$ cat src/sv/text_console_cursor_engine_unit_defines.svh
// Assertion macros shared by the console cursor engine RTL.
`ifndef TEXT_CONSOLE_CURSOR_ENGINE_UNIT_DEFINES_SVH
`define TEXT_CONSOLE_CURSOR_ENGINE_UNIT_DEFINES_SVH

// Same-cycle implication, checked out of reset.
`define TCCE_ASSERT_NOW(label, ante, cons, msg) \
  label: assert property (@(posedge clk_i) disable iff (!rst_ni) (ante) |-> (cons)) \
    else $error(msg);

// Next-cycle implication, checked out of reset.
`define TCCE_ASSERT_NEXT(label, ante, cons, msg) \
  label: assert property (@(posedge clk_i) disable iff (!rst_ni) (ante) |=> (cons)) \
    else $error(msg);

`endif

$ cat src/sv/tcce_pkg.sv
package tcce_pkg;

  localparam int ColW   = 7;
  localparam int RowW   = 6;
  localparam int GlyphW = 7;
  localparam int CharW  = 8;
  localparam int ModeW  = 2;
  localparam int CmdW   = 3;

  localparam int QueueDepth = 4;
  localparam int QPtrW      = $clog2(QueueDepth);
  localparam int QCntW      = QPtrW + 1;

  // Config register indexes
  localparam int CfgIdxW = 2;
  localparam logic [CfgIdxW-1:0] REG_ENABLE = 2'd0;
  localparam logic [CfgIdxW-1:0] REG_COLS   = 2'd1;
  localparam logic [CfgIdxW-1:0] REG_ROWS   = 2'd2;
  localparam logic [CfgIdxW-1:0] REG_SHOWN  = 2'd3;

  // Input modes
  localparam logic [ModeW-1:0] MODE_CHAR  = 2'd0;
  localparam logic [ModeW-1:0] MODE_SET   = 2'd1;
  localparam logic [ModeW-1:0] MODE_CLEAR = 2'd2;

  // Character codes
  localparam logic [CharW-1:0] CH_BS        = 8'h08;
  localparam logic [CharW-1:0] CH_TAB       = 8'h09;
  localparam logic [CharW-1:0] CH_LF        = 8'h0A;
  localparam logic [CharW-1:0] CH_CR        = 8'h0D;
  localparam logic [CharW-1:0] CH_PRINT_LO  = 8'h20;
  localparam logic [CharW-1:0] CH_PRINT_HI  = 8'h7E;
  localparam logic [GlyphW-1:0] GLYPH_SPACE = 7'h20;
  localparam logic [GlyphW-1:0] GLYPH_NONE  = 7'h00;

  typedef enum logic [CmdW-1:0] {
    CMD_ERASE_CUR  = 3'd0,
    CMD_GLYPH      = 3'd1,
    CMD_ERASE_CELL = 3'd2,
    CMD_SCROLL     = 3'd3,
    CMD_CLEAR      = 3'd4,
    CMD_DRAW_CUR   = 3'd5
  } cmd_e;

  typedef enum logic [2:0] {
    OP_LF,
    OP_CR,
    OP_BS,
    OP_TAB,
    OP_CHAR,
    OP_SET,
    OP_CLEAR
  } op_e;

  typedef enum logic [3:0] {
    B_IDLE,
    B_START,
    B_ERASE,
    B_MOVE,
    B_GLYPH,
    B_SCROLL,
    B_ECELL,
    B_CLEAR,
    B_DRAW
  } back_state_e;

  typedef struct packed {
    logic             enable;
    logic [7:0]       screen_cols;
    logic [6:0]       screen_rows;
    logic             cursor_shown;
  } cfg_t;

  typedef struct packed {
    op_e              op;
    logic [GlyphW-1:0] glyph;
    logic [ColW-1:0]  set_col;
    logic [RowW-1:0]  set_row;
  } op_t;

  // Queue handshake between front and back
  typedef struct packed {
    logic empty;
    logic full;
  } q_status_t;

endpackage

$ cat src/sv/tcce_front.sv
module tcce_front (
  input  logic                      enable_i,
  input  logic [tcce_pkg::ModeW-1:0] mode_i,
  input  logic [tcce_pkg::CharW-1:0] char_code_i,
  input  logic [tcce_pkg::ColW-1:0] set_col_i,
  input  logic [tcce_pkg::RowW-1:0] set_row_i,
  input  logic                      in_valid_i,
  output logic                      in_ready_o,
  input  tcce_pkg::q_status_t       q_status_i,
  output logic                      push_o,
  output tcce_pkg::op_t             entry_o
);

  logic keep;

  assign in_ready_o = ~q_status_i.full;

  always_comb begin
    keep            = 1'b0;
    entry_o.op      = tcce_pkg::OP_CHAR;
    entry_o.glyph   = char_code_i[tcce_pkg::GlyphW-1:0];
    entry_o.set_col = set_col_i;
    entry_o.set_row = set_row_i;
    case (mode_i)
      tcce_pkg::MODE_CHAR: begin
        keep = 1'b1;
        if (char_code_i == tcce_pkg::CH_LF) begin
          entry_o.op = tcce_pkg::OP_LF;
        end else if (char_code_i == tcce_pkg::CH_CR) begin
          entry_o.op = tcce_pkg::OP_CR;
        end else if (char_code_i == tcce_pkg::CH_BS) begin
          entry_o.op = tcce_pkg::OP_BS;
        end else if (char_code_i == tcce_pkg::CH_TAB) begin
          entry_o.op = tcce_pkg::OP_TAB;
        end else if (char_code_i inside {[tcce_pkg::CH_PRINT_LO:tcce_pkg::CH_PRINT_HI]}) begin
          entry_o.op = tcce_pkg::OP_CHAR;
        end else begin
          // drop NUL, other controls and high bytes
          keep = 1'b0;
        end
      end
      tcce_pkg::MODE_SET: begin
        keep       = 1'b1;
        entry_o.op = tcce_pkg::OP_SET;
      end
      tcce_pkg::MODE_CLEAR: begin
        keep       = 1'b1;
        entry_o.op = tcce_pkg::OP_CLEAR;
      end
      default: keep = 1'b0;
    endcase
  end

  assign push_o = in_valid_i & in_ready_o & keep & enable_i;

endmodule

$ cat src/sv/tcce_queue.sv
`include "text_console_cursor_engine_unit_defines.svh"

module tcce_queue (
  input  logic                clk_i,
  input  logic                rst_ni,
  input  logic                push_i,
  input  tcce_pkg::op_t       entry_i,
  input  logic                pop_i,
  output tcce_pkg::op_t       head_o,
  output tcce_pkg::q_status_t status_o
);

  tcce_pkg::op_t                  mem_q [tcce_pkg::QueueDepth];
  logic [tcce_pkg::QPtrW-1:0]     wr_ptr_q, wr_ptr_d;
  logic [tcce_pkg::QPtrW-1:0]     rd_ptr_q, rd_ptr_d;
  logic [tcce_pkg::QCntW-1:0]     count_q, count_d;

  assign head_o         = mem_q[rd_ptr_q];
  assign status_o.empty = (count_q == '0);
  assign status_o.full  = (count_q == tcce_pkg::QCntW'(tcce_pkg::QueueDepth));

  always_comb begin
    wr_ptr_d = push_i ? wr_ptr_q + 1'b1 : wr_ptr_q;
    rd_ptr_d = pop_i  ? rd_ptr_q + 1'b1 : rd_ptr_q;
    count_d  = count_q;
    if (push_i && !pop_i) begin
      count_d = count_q + 1'b1;
    end else if (!push_i && pop_i) begin
      count_d = count_q - 1'b1;
    end
  end

  always_ff @(posedge clk_i or negedge rst_ni) begin
    if (!rst_ni) begin
      wr_ptr_q <= '0;
      rd_ptr_q <= '0;
      count_q  <= '0;
    end else begin
      wr_ptr_q <= wr_ptr_d;
      rd_ptr_q <= rd_ptr_d;
      count_q  <= count_d;
    end
  end

  always_ff @(posedge clk_i) begin
    if (push_i) begin
      mem_q[wr_ptr_q] <= entry_i;
    end
  end

  `TCCE_ASSERT_NOW(a_no_overflow, push_i, !status_o.full || pop_i, "queue push while full")
  `TCCE_ASSERT_NOW(a_no_underflow, pop_i, !status_o.empty, "queue pop while empty")

endmodule

$ cat src/sv/tcce_back.sv
`include "text_console_cursor_engine_unit_defines.svh"

module tcce_back #(
  parameter int MAX_COLS = 128,
  parameter int MAX_ROWS = 64,
  parameter int TAB_STOP = 8
) (
  input  logic                        clk_i,
  input  logic                        rst_ni,
  input  tcce_pkg::cfg_t              cfg_i,
  input  tcce_pkg::q_status_t         q_status_i,
  input  tcce_pkg::op_t               head_i,
  output logic                        pop_o,
  output logic                        out_valid_o,
  input  logic                        out_ready_i,
  output logic [tcce_pkg::CmdW-1:0]   command_o,
  output logic [tcce_pkg::ColW-1:0]   cell_col_o,
  output logic [tcce_pkg::RowW-1:0]   cell_row_o,
  output logic [tcce_pkg::GlyphW-1:0] glyph_o,
  output logic                        run_end_o
);

  localparam int ColCap  = (MAX_COLS < 128) ? MAX_COLS : 128;
  localparam int RowCap  = (MAX_ROWS < 64) ? MAX_ROWS : 64;
  localparam int ColSpan = 2 ** tcce_pkg::ColW;

  tcce_pkg::back_state_e state_q, state_d;
  tcce_pkg::back_state_e nxt;
  tcce_pkg::back_state_e done_state;

  logic [tcce_pkg::ColW-1:0] col_q, col_d, col_inc;
  logic [tcce_pkg::RowW-1:0] line_q, line_d;
  tcce_pkg::op_t             op_q, op_d;
  logic                      shown_q, shown_d;
  logic [tcce_pkg::ColW-1:0] last_col_q, last_col_d, eff_last_col;
  logic [tcce_pkg::RowW-1:0] last_row_q, last_row_d, eff_last_row;
  logic [7:0]                cols_eff;
  logic [6:0]                rows_eff;
  logic                      at_right, at_bottom;

  logic                        emit_ok, load;
  tcce_pkg::cmd_e              ld_cmd;
  logic [tcce_pkg::ColW-1:0]   ld_col;
  logic [tcce_pkg::RowW-1:0]   ld_row;
  logic [tcce_pkg::GlyphW-1:0] ld_glyph;

  logic                        out_valid_q;
  tcce_pkg::cmd_e              out_cmd_q;
  logic [tcce_pkg::ColW-1:0]   out_col_q;
  logic [tcce_pkg::RowW-1:0]   out_row_q;
  logic [tcce_pkg::GlyphW-1:0] out_glyph_q;
  logic                        out_last_q;

  // Column positions that are tab stops
  logic [ColSpan-1:0] tab_stop_at;
  for (genvar g = 0; g < ColSpan; g++) begin : g_tab
    assign tab_stop_at[g] = ((g % TAB_STOP) == 0);
  end

  // Saturate the screen size to 1..cap
  always_comb begin
    cols_eff = cfg_i.screen_cols;
    if (cols_eff == 8'd0) begin
      cols_eff = 8'd1;
    end else if (cols_eff > 8'(ColCap)) begin
      cols_eff = 8'(ColCap);
    end
    rows_eff = cfg_i.screen_rows;
    if (rows_eff == 7'd0) begin
      rows_eff = 7'd1;
    end else if (rows_eff > 7'(RowCap)) begin
      rows_eff = 7'(RowCap);
    end
  end

  assign eff_last_col = tcce_pkg::ColW'(cols_eff - 8'd1);
  assign eff_last_row = tcce_pkg::RowW'(rows_eff - 7'd1);

  assign col_inc    = col_q + 1'b1;
  assign at_right   = (col_q == last_col_q);
  assign at_bottom  = (line_q == last_row_q);
  assign done_state = shown_q ? tcce_pkg::B_DRAW : tcce_pkg::B_IDLE;
  assign emit_ok    = ~out_valid_q | out_ready_i;

  always_comb begin
    state_d    = state_q;
    nxt        = state_q;
    col_d      = col_q;
    line_d     = line_q;
    op_d       = op_q;
    shown_d    = shown_q;
    last_col_d = last_col_q;
    last_row_d = last_row_q;
    pop_o      = 1'b0;
    load       = 1'b0;
    ld_cmd     = tcce_pkg::CMD_ERASE_CUR;
    ld_col     = col_q;
    ld_row     = line_q;
    ld_glyph   = tcce_pkg::GLYPH_NONE;

    case (state_q)
      tcce_pkg::B_IDLE: begin
        if (!q_status_i.empty) begin
          pop_o      = 1'b1;
          op_d       = head_i;
          shown_d    = cfg_i.cursor_shown;
          last_col_d = eff_last_col;
          last_row_d = eff_last_row;
          // pull a cursor left outside by a resize back onto the screen
          col_d      = (col_q > eff_last_col) ? eff_last_col : col_q;
          line_d     = (line_q > eff_last_row) ? eff_last_row : line_q;
          state_d    = tcce_pkg::B_START;
        end
      end
      tcce_pkg::B_START: begin
        case (op_q.op)
          tcce_pkg::OP_CLEAR: state_d = tcce_pkg::B_CLEAR;
          tcce_pkg::OP_BS: begin
            if (col_q == '0) begin
              state_d = tcce_pkg::B_IDLE;
            end else begin
              state_d = shown_q ? tcce_pkg::B_ERASE : tcce_pkg::B_MOVE;
            end
          end
          default: state_d = shown_q ? tcce_pkg::B_ERASE : tcce_pkg::B_MOVE;
        endcase
      end
      tcce_pkg::B_ERASE: begin
        if (emit_ok) begin
          load    = 1'b1;
          ld_cmd  = tcce_pkg::CMD_ERASE_CUR;
          nxt     = tcce_pkg::B_MOVE;
          state_d = nxt;
        end
      end
      tcce_pkg::B_MOVE: begin
        case (op_q.op)
          tcce_pkg::OP_LF: begin
            col_d = '0;
            if (at_bottom) begin
              state_d = tcce_pkg::B_SCROLL;
            end else begin
              line_d  = line_q + 1'b1;
              state_d = done_state;
            end
          end
          tcce_pkg::OP_CR: begin
            col_d   = '0;
            state_d = done_state;
          end
          tcce_pkg::OP_SET: begin
            col_d   = (op_q.set_col > last_col_q) ? last_col_q : op_q.set_col;
            line_d  = (op_q.set_row > last_row_q) ? last_row_q : op_q.set_row;
            state_d = done_state;
          end
          tcce_pkg::OP_BS:    state_d = tcce_pkg::B_ECELL;
          tcce_pkg::OP_TAB:   state_d = tcce_pkg::B_GLYPH;
          tcce_pkg::OP_CHAR:  state_d = tcce_pkg::B_GLYPH;
          tcce_pkg::OP_CLEAR: state_d = tcce_pkg::B_CLEAR;
          default:            state_d = tcce_pkg::B_IDLE;
        endcase
      end
      tcce_pkg::B_GLYPH: begin
        if (emit_ok) begin
          load     = 1'b1;
          ld_cmd   = tcce_pkg::CMD_GLYPH;
          ld_glyph = (op_q.op == tcce_pkg::OP_TAB) ? tcce_pkg::GLYPH_SPACE : op_q.glyph;
          if (at_right) begin
            // wrap; a tab ends here too
            col_d = '0;
            if (at_bottom) begin
              nxt = tcce_pkg::B_SCROLL;
            end else begin
              line_d = line_q + 1'b1;
              nxt    = done_state;
            end
          end else begin
            col_d = col_inc;
            if (op_q.op == tcce_pkg::OP_TAB && !tab_stop_at[col_inc]) begin
              nxt = tcce_pkg::B_GLYPH;
            end else begin
              nxt = done_state;
            end
          end
          state_d = nxt;
        end
      end
      tcce_pkg::B_SCROLL: begin
        if (emit_ok) begin
          load    = 1'b1;
          ld_cmd  = tcce_pkg::CMD_SCROLL;
          ld_col  = '0;
          ld_row  = '0;
          nxt     = done_state;
          state_d = nxt;
        end
      end
      tcce_pkg::B_ECELL: begin
        if (emit_ok) begin
          load    = 1'b1;
          ld_cmd  = tcce_pkg::CMD_ERASE_CELL;
          col_d   = col_q - 1'b1;
          ld_col  = col_q - 1'b1;
          nxt     = done_state;
          state_d = nxt;
        end
      end
      tcce_pkg::B_CLEAR: begin
        if (emit_ok) begin
          load    = 1'b1;
          ld_cmd  = tcce_pkg::CMD_CLEAR;
          ld_col  = '0;
          ld_row  = '0;
          col_d   = '0;
          line_d  = '0;
          nxt     = done_state;
          state_d = nxt;
        end
      end
      tcce_pkg::B_DRAW: begin
        if (emit_ok) begin
          load    = 1'b1;
          ld_cmd  = tcce_pkg::CMD_DRAW_CUR;
          nxt     = tcce_pkg::B_IDLE;
          state_d = nxt;
        end
      end
      default: state_d = tcce_pkg::B_IDLE;
    endcase
  end

  always_ff @(posedge clk_i or negedge rst_ni) begin
    if (!rst_ni) begin
      state_q     <= tcce_pkg::B_IDLE;
      col_q       <= '0;
      line_q      <= '0;
      out_valid_q <= 1'b0;
    end else begin
      state_q <= state_d;
      col_q   <= col_d;
      line_q  <= line_d;
      if (load) begin
        out_valid_q <= 1'b1;
      end else if (out_ready_i) begin
        out_valid_q <= 1'b0;
      end
    end
  end

  always_ff @(posedge clk_i) begin
    op_q       <= op_d;
    shown_q    <= shown_d;
    last_col_q <= last_col_d;
    last_row_q <= last_row_d;
    if (load) begin
      out_cmd_q   <= ld_cmd;
      out_col_q   <= ld_col;
      out_row_q   <= ld_row;
      out_glyph_q <= ld_glyph;
      // the run ends when the sequencer goes back to idle
      out_last_q  <= (nxt == tcce_pkg::B_IDLE);
    end
  end

  assign out_valid_o = out_valid_q;
  assign command_o   = out_cmd_q;
  assign cell_col_o  = out_col_q;
  assign cell_row_o  = out_row_q;
  assign glyph_o     = out_glyph_q;
  assign run_end_o   = out_last_q;

  `TCCE_ASSERT_NOW(a_erase_needs_shown, state_q == tcce_pkg::B_ERASE, shown_q, "cursor erase while hidden")
  `TCCE_ASSERT_NOW(a_cursor_on_screen, state_q != tcce_pkg::B_IDLE, (col_q <= last_col_q) && (line_q <= last_row_q), "cursor off screen")
  `TCCE_ASSERT_NEXT(a_last_to_idle, load && (nxt == tcce_pkg::B_IDLE), state_q == tcce_pkg::B_IDLE, "run end without return to idle")

endmodule

$ cat src/sv/text_console_cursor_engine_unit.sv
// Channel   Dir  Handshake                 Payload
// s_axis    in   s_axis_tvalid/tready      tuser: mode; tdata: char, set col, set row
// m_axis    out  m_axis_tvalid/tready      tuser: command; tdata: col, row, glyph; tlast
// cfg       in   cfg_valid_i/cfg_ready_o   cfg_index_i, cfg_data_i
//
// An accepted item is classified in the same cycle and queued (4 entries); ignored codes,
// the unused mode and every item while the console is off are dropped at the input.
// The back sequencer fetches and dispatches an item, issues at most one command per cycle,
// and moves the cursor in its own state (not for clear): a printable character with the
// cursor shown issues erase, glyph and draw commands, a backspace at column 0 issues none.
// Output stalls hold the sequencer; the input stalls once the queue is full.
// Reset puts the cursor at 0,0 and the registers at enable, 80x25, cursor shown.
module text_console_cursor_engine_unit #(
  parameter int MAX_COLS = 128,
  parameter int MAX_ROWS = 64,
  parameter int TAB_STOP = 8
) (
  input  logic        clk_i,
  input  logic        rst_ni,
  input  logic        s_axis_tvalid,
  output logic        s_axis_tready,
  input  logic [23:0] s_axis_tdata,   // [7:0] char_code, [14:8] set_col, [20:15] set_row
  input  logic [1:0]  s_axis_tuser,   // [1:0] mode
  output logic        m_axis_tvalid,
  input  logic        m_axis_tready,
  output logic [23:0] m_axis_tdata,   // [6:0] cell_col, [12:7] cell_row, [19:13] glyph
  output logic [2:0]  m_axis_tuser,   // [2:0] command
  output logic        m_axis_tlast,
  input  logic        cfg_valid_i,
  output logic        cfg_ready_o,
  input  logic [tcce_pkg::CfgIdxW-1:0] cfg_index_i,
  input  logic [7:0]  cfg_data_i
);

  tcce_pkg::cfg_t      cfg_q;
  tcce_pkg::q_status_t q_status;
  tcce_pkg::op_t       entry, head;
  logic                push, pop;
  logic [tcce_pkg::ColW-1:0]   cell_col;
  logic [tcce_pkg::RowW-1:0]   cell_row;
  logic [tcce_pkg::GlyphW-1:0] glyph;

  assign cfg_ready_o = 1'b1;

  always_ff @(posedge clk_i or negedge rst_ni) begin
    if (!rst_ni) begin
      cfg_q.enable       <= 1'b1;
      cfg_q.screen_cols  <= 8'd80;
      cfg_q.screen_rows  <= 7'd25;
      cfg_q.cursor_shown <= 1'b1;
    end else if (cfg_valid_i && cfg_ready_o) begin
      case (cfg_index_i)
        tcce_pkg::REG_ENABLE: cfg_q.enable       <= cfg_data_i[0];
        tcce_pkg::REG_COLS:   cfg_q.screen_cols  <= cfg_data_i;
        tcce_pkg::REG_ROWS:   cfg_q.screen_rows  <= cfg_data_i[6:0];
        tcce_pkg::REG_SHOWN:  cfg_q.cursor_shown <= cfg_data_i[0];
        default: ;
      endcase
    end
  end

  tcce_front u_front (
    .enable_i    (cfg_q.enable),
    .mode_i      (s_axis_tuser),
    .char_code_i (s_axis_tdata[7:0]),
    .set_col_i   (s_axis_tdata[14:8]),
    .set_row_i   (s_axis_tdata[20:15]),
    .in_valid_i  (s_axis_tvalid),
    .in_ready_o  (s_axis_tready),
    .q_status_i  (q_status),
    .push_o      (push),
    .entry_o     (entry)
  );

  tcce_queue u_queue (
    .clk_i    (clk_i),
    .rst_ni   (rst_ni),
    .push_i   (push),
    .entry_i  (entry),
    .pop_i    (pop),
    .head_o   (head),
    .status_o (q_status)
  );

  tcce_back #(
    .MAX_COLS (MAX_COLS),
    .MAX_ROWS (MAX_ROWS),
    .TAB_STOP (TAB_STOP)
  ) u_back (
    .clk_i       (clk_i),
    .rst_ni      (rst_ni),
    .cfg_i       (cfg_q),
    .q_status_i  (q_status),
    .head_i      (head),
    .pop_o       (pop),
    .out_valid_o (m_axis_tvalid),
    .out_ready_i (m_axis_tready),
    .command_o   (m_axis_tuser),
    .cell_col_o  (cell_col),
    .cell_row_o  (cell_row),
    .glyph_o     (glyph),
    .run_end_o   (m_axis_tlast)
  );

  assign m_axis_tdata = {4'd0, glyph, cell_row, cell_col};

endmodule
$ cat config.mk
export PLATFORM = sky130hd
export DESIGN_NAME = text_console_cursor_engine_unit
export DESIGN_NICKNAME = d
export VERILOG_FILES = /design/src/sv/tcce_pkg.sv /design/src/sv/tcce_front.sv /design/src/sv/tcce_queue.sv /design/src/sv/tcce_back.sv /design/src/sv/text_console_cursor_engine_unit.sv
export VERILOG_INCLUDE_DIRS = /design/src /design/src/sv
export SDC_FILE = /design/constraint.sdc
export NUM_CORES = 1
export LEC_CHECK = 0
export ABC_AREA = 1
export BUFFER_PORTS_ARGS = -buffer_cell sky130_fd_sc_hd__buf_2
export CAP_MARGIN = 20
export CORE_MARGIN = 2
export CORE_UTILIZATION = 65
export DETAILED_ROUTE_END_ITERATION = 10
export GPL_ROUTABILITY_DRIVEN = 0
export GPL_TIMING_DRIVEN = 0
export MAX_ROUTING_LAYER = met4
export PLACE_DENSITY = 0.85
export SLEW_MARGIN = 10
export SYNTH_ARGS = -nofsm -noshare
export SYNTH_HDL_FRONTEND = slang
export SYNTH_SLANG_ARGS = --single-unit
$ cat constraint.sdc
create_clock -name clk_i -period 10.8 [get_ports clk_i]
set_input_delay 0.54 -clock clk_i [delete_from_list [all_inputs] [get_ports clk_i]]
set_output_delay 0.54 -clock clk_i [all_outputs]
set_load 0.1 [all_outputs]
Yosys cells after proc, flatten, opt, wreduce, memory -nomap -nowiden
Memory sizes are Yosys's and may differ from the RTL's. A register that Yosys moved wholly into a read port is not among the register bits.
Index checks and enable logic that the tools add are counted.
{ "totals": {"ff_bits": 80, "ramBits": 92, "rom_bits": 128, "in_bits": 41, "out_inout_bits": 31, "elab_cells": 186, "mem_count": 2} }
{ "op_classes": {"n_addsub": 9, "order_cmp": 9, "n_eq_ne": 33, "n_mux": 68, "n_bitwise": 9, "n_reduce_logical": 36} }
{ "memory_table": {"columns": ["memory", "depth", "word_bits", "read_ports", "rd_clocked_by_memory_dff", "wr", "line", "rtl"], "rows": [
  ["(no name shown)", 128, 1, 1, 0, 0, "tcce_back.sv:179", "if (op_q.op == tcce_pkg::OP_TAB && !tab_stop_at[col_inc]) begin"],
  ["u_queue.mem_q", 4, 23, 1, 1, 1, "tcce_queue.sv:13", "tcce_pkg::op_t mem_q [tcce_pkg::QueueDepth];"]
]} }
{ "ops": {"columns": ["cell", "n"], "rows": [
  ["$mux W6", 11],
  ["$mux W7", 9],
  ["$mux W4", 10],
  ["$pmux W7 S5", 1],
  ["$eq A8 B4 Y1 const B", 4],
  ["$pmux W4 S7", 1],
  ["$pmux W7 S2", 2],
  ["$mux W3", 8],
  ["$pmux W6 S4", 1],
  ["$pmux W4 S5", 1],
  ["$eq A4 B3 Y1 const B", 4],
  ["$mux W1", 16],
  ["$pmux W4 S4", 1],
  ["$pmux W3 S5", 1],
  ["$gt A7 B7 Y1", 2],
  ["$logic_not A7 Y1", 2],
  ["$sub A7 B1 Y7 const B", 2],
  ["$eq A3 B3 Y1 const B", 4],
  ["$gt A6 B6 Y1", 2],
  ["$pmux W6 S2", 1],
  ["$reduce_and A2 Y1", 6],
  ["$reduce_or A2 Y1", 5],
  ["$pmux W3 S3", 1],
  ["$eq A4 B2 Y1 const B", 2],
  ["42 further kinds", 67]
]} }

Depth between registers and ports, before layout
Gate-level depths: netlist of run 1.
{ "depth": {"word_depth": 14, "depth_mapped": 21, "mapped_depth_nobuf": 21} }

Modules after synthesis
Synthesis of run 1 repeated with hierarchy kept, for this count alone.
{ "hier_totals": {"cells_unflattened": 1234, "area_unflattened_um2": 11288.3} }
{ "by_module_without_submodules": {"columns": ["mod", "n_inst", "cells_per_inst", "area_per_inst_um2", "seq_area_each_um2"], "rows": [
  ["tcce_back", 1, 766, 5758.0, 2282.2],
  ["tcce_queue", 1, 315, 4350.4, 2937.8],
  ["text_console_cursor_engine_unit", 1, 86, 790.8, 434.2],
  ["tcce_front", 1, 67, 389.1, 0.0]
]} }

Worst setup path after synthesis of run 1
Ideal clock, no wire load.
{ "synth_path": {"path_type": "register -> register", "from": "register u_back.state_q[3]", "to": "register u_queue.count_q[1] (netlist name)", "setup_time_ps": 125, "arrival_ps": 3628, "required_ps": 10675, "slack_ps": 7048, "path_stages_with_launch": 9, "path_buffers": 0, "period_less_slack_ps": 3752, "cell_sequence": "dfrtp_1 -> nor2_1 -> nand2_2 -> nor2_1 -> inv_1 -> ha_1 -> inv_1 -> fa_1 -> mux2_2"} }
{ "synth_via": {"elab_chain_len": 5, "elab_cells_between_ends": 7, "cone_classes": "2 x mux; 5 x reduce/logical"} }
{ "synth_rtl": {"columns": ["element", "line", "rtl"], "rows": [
  ["from (decl)", "tcce_back.sv:27", "tcce_pkg::back_state_e state_q, state_d;"],
  ["from (signal assigned)", "tcce_back.sv:234", "state_q <= tcce_pkg::B_IDLE;"],
  ["from (signal assigned)", "tcce_back.sv:239", "state_q <= state_d;"],
  ["$logic_not A4 Y1", "tcce_back.sv:101", "case (state_q)"],
  ["$mux W1", "tcce_back.sv:101", null],
  ["net pop", "text_console_cursor_engine_unit.sv:38", "logic push, pop;"],
  ["$logic_not A1 Y1", "tcce_queue.sv:26", "if (push_i && !pop_i) begin"],
  ["$logic_and A1 B1 Y1", "tcce_queue.sv:26", null],
  ["$mux W3", "tcce_queue.sv:26", null],
  ["net u_queue.count_d, one bit", "tcce_queue.sv:16", "logic [tcce_pkg::QCntW-1:0] count_q, count_d;"],
  ["to (signal assigned)", "tcce_queue.sv:41", "count_q <= count_d;"],
  ["to (decl)", "tcce_queue.sv:16", null]
]} }
The timed path passes the listed nets, and every way through them passes these cells.
A chain may end at the register's enable or synchronous reset.

Worst setup path in the final report of run 1
{ "layout_path": {"from": "register cfg_q[11] (netlist name)", "to": "register u_back.col_q[0] (netlist name)"} }
{ "layout_via": {"elab_chain_len": 7, "elab_cells_between_ends": 11, "cone_classes": "1 x add/sub; 2 x order compare; 1 x eq/ne; 5 x mux; 2 x reduce/logical"} }
{ "layout_rtl": {"columns": ["element", "line", "rtl"], "rows": [
  ["from (decl)", "text_console_cursor_engine_unit.sv:35", "tcce_pkg::cfg_t cfg_q;"],
  ["$gt A8 B8 Y1", "tcce_back.sv:65", "end else if (cols_eff > 8'(ColCap)) begin"],
  ["$mux W7", "tcce_back.sv:65", null],
  ["$mux W7 *", "tcce_back.sv:63", "if (cols_eff == 8'd0) begin"],
  ["$sub A7 B1 Y7 *", "tcce_back.sv:76", "assign eff_last_col = tcce_pkg::ColW'(cols_eff - 8'd1);"],
  ["net u_back.eff_last_col, one bit", "tcce_back.sv:35", "logic [tcce_pkg::ColW-1:0] last_col_q, last_col_d, eff_last_col;"],
  ["$gt A7 B7 Y1 or $mux W7 (tied branches)", "tcce_back.sv:110", "col_d = (col_q > eff_last_col) ? eff_last_col : col_q;"],
  ["$ne A2 B1 Y1 (no source line) or $mux W7 (tied branches)", null, null],
  ["$reduce_and A5 Y1 (no source line) or $pmux W7 S5 (tied branches)", null, null],
  ["to (signal assigned)", "tcce_back.sv:240", "col_q <= col_d;"],
  ["to (decl)", "tcce_back.sv:31", "logic [tcce_pkg::ColW-1:0] col_q, col_d, col_inc;"]
]} }
The timed path passes the listed nets; every way through them passes the cells marked *. The select of a mux whose other input is x is not followed.

==> results_dict.tcl, run 1 <==
set metrics [dict create \
    whs_ns -0.006692 \
    dieArea_sq_mm 0.01673 \
    die-width_um 129.4 \
    overflow 0 \
    clock_latency_ns 0.44 \
    ys_warn_count 0 \
    critPathMaxFanout 10 \
    clock-sinks 195 \
    critical_path_class "flip-flop to flip-flop" \
    rsz0062_at_grt "no" \
    required_ns 11.13 \
    dr.pass1.iters 6 \
    design_area_sq_mm 0.01150 \
    reg2reg_from "cfg_q[11]" \
    clockBufferDepth 2 \
    ys_seq_elements 195 \
    drc 0 \
    grt_first_pass_wirelength_um 38810 \
    cts_root_buf "clkbuf_16" \
    syn_inst 1126 \
    yosysMostFrequentCell "nand2_1" \
    antenna_cells 0 \
    layout.cells.non_filler 1440 \
    postCtsSetupBuffers 0 \
    grt_pass1_vias 7895 \
    synth-edff-count 153 \
    netlist-cell-type-count 49 \
    syn-cell-area_sq_mm 0.01021 \
    track_usage_pct 31.01 \
    cts_resized 0 \
    grt_start_max_net_pins 43 \
    finalSetupViolCount 0 \
    numCtsBuffers 17 \
    reg2reg_depth 20 \
    syn_to_final_growth_pct 12.63 \
    fin_worst_skew_ns 0.006702 \
    synthArstFlopShare_pct 21.54 \
    dpl_cell_area_sq_mm 0.01089 \
    syn_area_per_cell_sq_um 9.072 \
    clkTransAtPathRegs_ns 0.08 \
    cts_tree "done" \
    synthTopCellsByArea "edfxtp_1, nand2_1, dfrtp_1, inv_1, nor2_1" \
    io_buffers 63 \
    critPathCapture "u_back.col_q[0]" \
    dpl.hpwl_um 16660 \
    place_inst 1407 \
    cp-start-kind "flip-flop" \
    ys_seq_area_share_pct 55.35 \
    tns_ns 0 \
    violations "hold timing" \
    status "complete, but fails checks" \
    layout_min_cycle_time_ns 3.717 \
    fmax_mhz 269.0 \
    endpoint_kind "flip-flop" \
    slew_headroom_pct 41.39 \
    ctsHoldBuffers 0 \
    ctsHtreeMaxLevel 4 \
    post-route-period-util_pct 34.42 \
    finalHoldViolCount 6 \
    p_total_w 0.003690 \
    ios 72 \
    drive_gt1_share_pct 12.12 \
    max_cap_viol_count 0 \
    wire_per_inst_um 16.54 \
    synthFlopType "edfxtp_1" \
    finalMaxSlewViolations 0 \
    drtIter0Drc 810 \
    worstPathArrival_ns 4.05 \
    antenna_found_initial 0 \
    core-area_sq_mm 0.01526 \
    ant_nets 0 \
    start_util_pct 66.95 \
    r2r_setup_slack_ns 7.08 \
    wirelength_um 23820 \
    p_per_area_mw_per_mm2 320.7 \
    vias 8296 \
    routed_via_density 5.761 \
    fp-row-count 45 \
    nets 1299 \
    synth_top_area_share_pct 44.98 \
    worstReg2RegEnd "u_back.col_q[0]" \
    ir_worst_vdd_v 0.0001666 \
    netlist_top_cells_count "nand2_1, edfxtp_1, inv_1" \
    worst_pin_slew_ns 0.8782 \
    crit_start "cfg_q[11]" \
    die_h_um 129.4 \
    hold_path_class "input port to asynchronous set/reset pin" \
    yosysTopAreaCell "edfxtp_1" \
    p_leak_nw 5.138 \
]
cell type report:
| class | instances | area [sq um] |
|---|---|---|
| inverter | 149 | 559.3 |
| clock buffer | 17 | 425.4 |
| sequential | 195 | 5654 |
| clock inverter | 15 | 166.4 |
| multi-input combinational | 756 | 3870 |
| fill | 1018 | 3754 |
| timing repair buffer | 68 | 400.4 |
| buffer | 29 | 165.2 |
| tap | 211 | 264.0 |
registers in the layout (all words and copies together) (netlist names):
name / cells
u_back.command_o: 3
u_queue.rd_ptr_q: 2
u_back.last_row_q: 6
u_back.shown_q: 1
u_queue.wr_ptr_q: 2
u_back.out_valid_o: 1
u_back.run_end_o: 1
cfg_q: 17
u_queue.count_q: 3
u_back.col_q: 7
u_queue.mem_q: 92
u_back.cell_row_o: 6
u_back.glyph_o: 7
u_back.op_q: 23
u_back.cell_col_o: 7
u_back.state_q: 4
u_back.line_q: 6
u_back.last_col_q: 7
through the flow:
step / utilization [%] / hold WS (ns) / setup slack, ns
5_1_grt: 75.40 / 0.01321 / 6.778
2_1_floorplan: - / 0.2444 / 7.048
4_1_cts: 75.27 / 0.3044 / 7.162
3_3_place_gp: 70.82 / 0.4802 / 6.076
3_5_place_dp: 71.39 / 0.4901 / 7.207
6_report: 75.40 / -0.006692 / 7.083
cells by family after synthesis:
group	Yosys count	synth area share, %
flip-flops	195	55.35
XOR/XNOR	18	1.543
multiplexers	1	0.1102
AO/OA/AOI/OAI	149	8.109
other	2	0.07352
buffers and inverters	178	7.092
AND/OR/NAND/NOR	541	22.50
adder cells (fa/ha/maj)	42	5.218
critical path, cell delays in order, from the launching register on:
cell and delay (ns):
dfrtp_1 0.44, nor2_1 0.11, nand2_1 0.07, o21ai_0 0.40
o21ai_1 0.38, ha_1 0.35, inv_1 0.08, xor2_1 0.27
inv_1 0.08, ha_1 0.34, a21oi_1 0.16, o21ai_0 0.10
nand2_1 0.08, o211ai_1 0.10, nand2_1 0.12, nand2_1 0.07
nand2_1 0.14, buf_6 0.16, nor2_1 0.04, nand2_1 0.06
nand2_1 0.06
per-layer routing:
layer | up-vias | GRT usage (%) | share of wire [%]
li1 | 3947 | - | -
met1 | 3858 | 39.29 | 40
met2 | 423 | 50.71 | 49
met3 | 68 | 4.211 | 7.3
met4 | 0 | 12.98 | 3.1
met5 | - | - | 0
how the worst min path moves through the flow:
stage / end / depth (start not counted) / slack, ns
final: u_queue.wr_ptr_q[1] / 1 / -0.007
after global routing: cfg_q[8] / 1 / 0.01
after CTS: u_queue.mem_q[2][5] / 1 / 0.30
after detailed placement: cfg_q[14] / 2 / 0.49
after global placement: cfg_q[14] / 2 / 0.48
after floorplan: cfg_q[10] / 0 / 0.24
cells in the final DEF, fill, tap and decap left out, types with 7 or more instances in the layout:
cell,netlist,layout
dfrtp_1,35,35
xor2_1,12,12
nor2_2,5,8
inv_1,141,141
dfstp_2,7,7
a21oi_1,18,18
nand2_1,262,262
clkbuf_16,0,17
buf_2,2,65
nand3_1,98,98
edfxtp_1,153,153
ha_1,41,41
clkbuf_1,16,16
nor2_1,140,135
nand4_1,9,9
o21ai_0,87,87
o22ai_1,25,25
nor3_1,11,11
report_power, final:
group	switching (W)	leakage, nW	internal, W
clock network	0.000305	0.292	0.000330
registers	0.000154	1.91	0.00108
logic	0.00132	2.94	0.000500
total	0.00178	5.14	0.00191
Power figures use the tool's default switching activity.
==> run 2, diff against run 1 <==
ABC_AREA = 0   (was 1)
CORE_UTILIZATION = 61   (was 65)
PLACE_DENSITY = 0.81   (was 0.85)
clock period = 3.7 ns   (was 10.8 ns; I/O delays follow)
==> run 2 against run 1 <==
  * The run now ends clean
  * Setup slack got worse by 7.0 ns
  * Register-to-register slack got worse by 7.0 ns
  * Combinational power grew to 2.8 times the previous value
  * Critical path type unchanged
  * Largest power group unchanged
==> results_dict.tcl, run 2 <==
set metrics [dict create \
    hold_path_class "input port to flip-flop" \
    synthArstFlopShare_pct 21.54 \
    worstPathCellList "nor3_2, and3b_2, o21ai_4, ha_4, a21oi_1, a21oi_2, inv_1, ha_4, nand4_1, o211ai_1, a222oi_1, o41ai_4, or4_1, o311a_1" \
    dr.pass1.iters 5 \
    cp_slowest_cell "dfstp_2" \
    vias 7280 \
    worstReg2RegEnd "u_back.col_q[6]" \
    p_total_w 0.01036 \
    ys_seq_area_share_pct 56.37 \
    synthTopCellsByArea "edfxtp_1, dfrtp_1, mux4_2, ha_1, a21oi_1" \
    p_per_area_mw_per_mm2 886.0 \
    dp_slack_ns -0.2730 \
    design_area_sq_mm 0.01169 \
    fp-row-count 46 \
    crit_family "compound AO/OA/AOI/OAI gates" \
    die_h_um 132.2 \
    overflow 0 \
    ant_nets 0 \
    post-route-period-util_pct 98.02 \
    layout_setup_ws_ns 0.07322 \
    core-area_sq_mm 0.01600 \
    dpl.hpwl_um 15550 \
    layout_min_cycle_time_ns 3.627 \
    syn_area_per_cell_sq_um 12.38 \
    nets 1008 \
    io_buffers 63 \
    track_usage_pct 27.44 \
    r2r_setup_slack_ns 0.07 \
    final_util_pct 73.08 \
    grt_start_max_net_pins 43 \
    fill_cells 1042 \
    cts_tree "done" \
    worstHoldPathCells 2 \
    largestRegisters "u_queue.mem_q: 92 flops, u_back.op_q: 23 flops, cfg_q: 17 flops" \
    clock_latency_ns 0.43 \
    hold_end "cfg_q[15]" \
    start_util_pct 62.68 \
    synthFlopType "edfxtp_1" \
    max_cap_viol_count 0 \
    netlist_top_cells_count "edfxtp_1, nand2_1, a21oi_1" \
    fmax_mhz 275.7 \
    wirelength_um 23050 \
    grt_pass1_vias 6826 \
    synth_top_area_share_pct 45.81 \
    max_flop_register "u_queue.mem_q" \
    antenna_found_initial 0 \
    wl_met2_um 11000 \
    required_ns 4.01 \
    yosysTopAreaCell "edfxtp_1" \
    drc 0 \
    netlist-cell-type-count 74 \
    cp_num_cells 14 \
    fin_worst_skew_ns 0.01164 \
    p_leak_nw 4.431 \
    worst_pin_slew_ns 0.9438 \
    ctsHtreeMaxLevel 4 \
    largest_reg_flops 92 \
    dpl_cell_area_sq_mm 0.01075 \
    die-width_um 132.2 \
    yosysMostFrequentCell "edfxtp_1" \
    path_buf_inv 1 \
    mostFrequentLayoutCells "edfxtp_1, buf_2, nand2_1" \
    wire_per_inst_um 19.98 \
    worstPathArrival_ns 3.94 \
    ios 72 \
    reg2reg_from "cfg_q[12]" \
    cts_root_buf "clkbuf_16" \
    endpoint_kind "flip-flop" \
    layout.cells.non_filler 1154 \
    ys_seq_elements 195 \
    drive_gt1_share_pct 21.54 \
    status "finished, final reports clean" \
    cpPeakStageDelay_ns 0.60 \
    clkTransAtPathRegs_ns 0.07 \
    finalSetupViolCount 0 \
    syn_to_final_growth_pct 16.58 \
    cpMostUsedCell "ha_4" \
    critical_path_class "flip-flop to flip-flop" \
    slew_headroom_pct 37.08 \
    drt-met1-wl_um 9659 \
    cp-start-kind "flip-flop" \
    drtIter0Drc 835 \
    ir_worst_vdd_v 0.0006207 \
    syn-cell-area_sq_mm 0.01003 \
    clock-sinks 195 \
    numCtsBuffers 17 \
    place_inst 1097 \
    critPathMaxFanout 5 \
    finalMaxSlewViolations 0 \
    synth-edff-count 153 \
    dieArea_sq_mm 0.01748 \
    finalHoldViolCount 0 \
    wl_met3_um 1741 \
    antenna_cells 0 \
    reg2reg_depth 14 \
    worstHoldStart "cfg_data_i[7]" \
    clockBufferDepth 2 \
    maxUsedRoutingLayer "met4" \
    final_common_cell "edfxtp_1" \
    routed_via_density 6.308 \
    ys_warn_count 0 \
    grt_first_pass_wirelength_um 36270 \
    syn_inst 810 \
]
-- run 2: worst max path at each step --
stage | end | startpoint | slack [ns]
global route | u_back.col_q[6] | cfg_q[10] | -0.04
floorplan | u_back.line_q[0] | cfg_q[4] | 0.26
CTS | u_back.line_q[5] | cfg_q[4] | 0.01
detailed placement | u_back.col_q[6] | cfg_q[12] | -0.27
finish | u_back.col_q[6] | cfg_q[12] | 0.07
global placement | u_back.line_q[0] | cfg_q[4] | -0.24
-- run 2: what timing repair did --
action / in CTS / in global routing
setup endpoints to repair: 13 / 13
gates resized for setup: 6 / 20
buffers inserted: 4 / 4
pin swaps: 3 / 11
endpoints found under the hold margin: 94 / 0
hold buffers: 16 / 0
-- run 2: cell type report --
class                           instances  area (sq um)  area share (%)
Buffer                                 37         166.4           1.423
Clock buffer                           18         429.2           3.670
Clock inverter                         14         145.1           1.241
Inverter                               51         191.4           1.637
Multi-Input combinational cell        530          4155           35.54
Sequential cell                       195          5654           48.36
Tap cell                              216         270.3           2.311
Timing Repair Buffer                   93         680.7           5.821
-- run 2: cells by family (layout without fill, tap and decap cells) --
kind of cell    Yosys count  in the layout  share of synthesized area [%]
simple gates            228            228                          12.16
flops                   195            195                          56.37
fa+ha+maj                42             42                          5.314
other cells               2              5                        0.07488
xor+xnor                 26             26                          2.270
buf+inv                  88            213                          3.568
compound gates          176            176                          11.80
mux                      53             53                          8.433
-- run 2: layer usage --
layer  global-route usage (%)  vias up
met1                    37.73     3525
met2                    41.72      370
met5                        -        -
met4                    10.22        0
li1                         -     3321
met3                    4.537       64
-- run 2: power breakdown --
group / internal (W) / leakage (nW) / switching [W]
clock network: 0.000897 / 0.280 / 0.000871
logic: 0.00172 / 2.26 / 0.00333
registers: 0.00311 / 1.89 / 0.000433
total: 0.00573 / 4.43 / 0.00463
-- run 2: through the flow --
stage                     TNS [ns]  hold slack (ns)
after global routing      -0.04353         0.008321
after detailed placement    -1.777           0.4008
after CTS                        0         0.005310
after global placement      -1.162           0.3990
after floorplan                  0          -0.1106
final                            0          0.01162
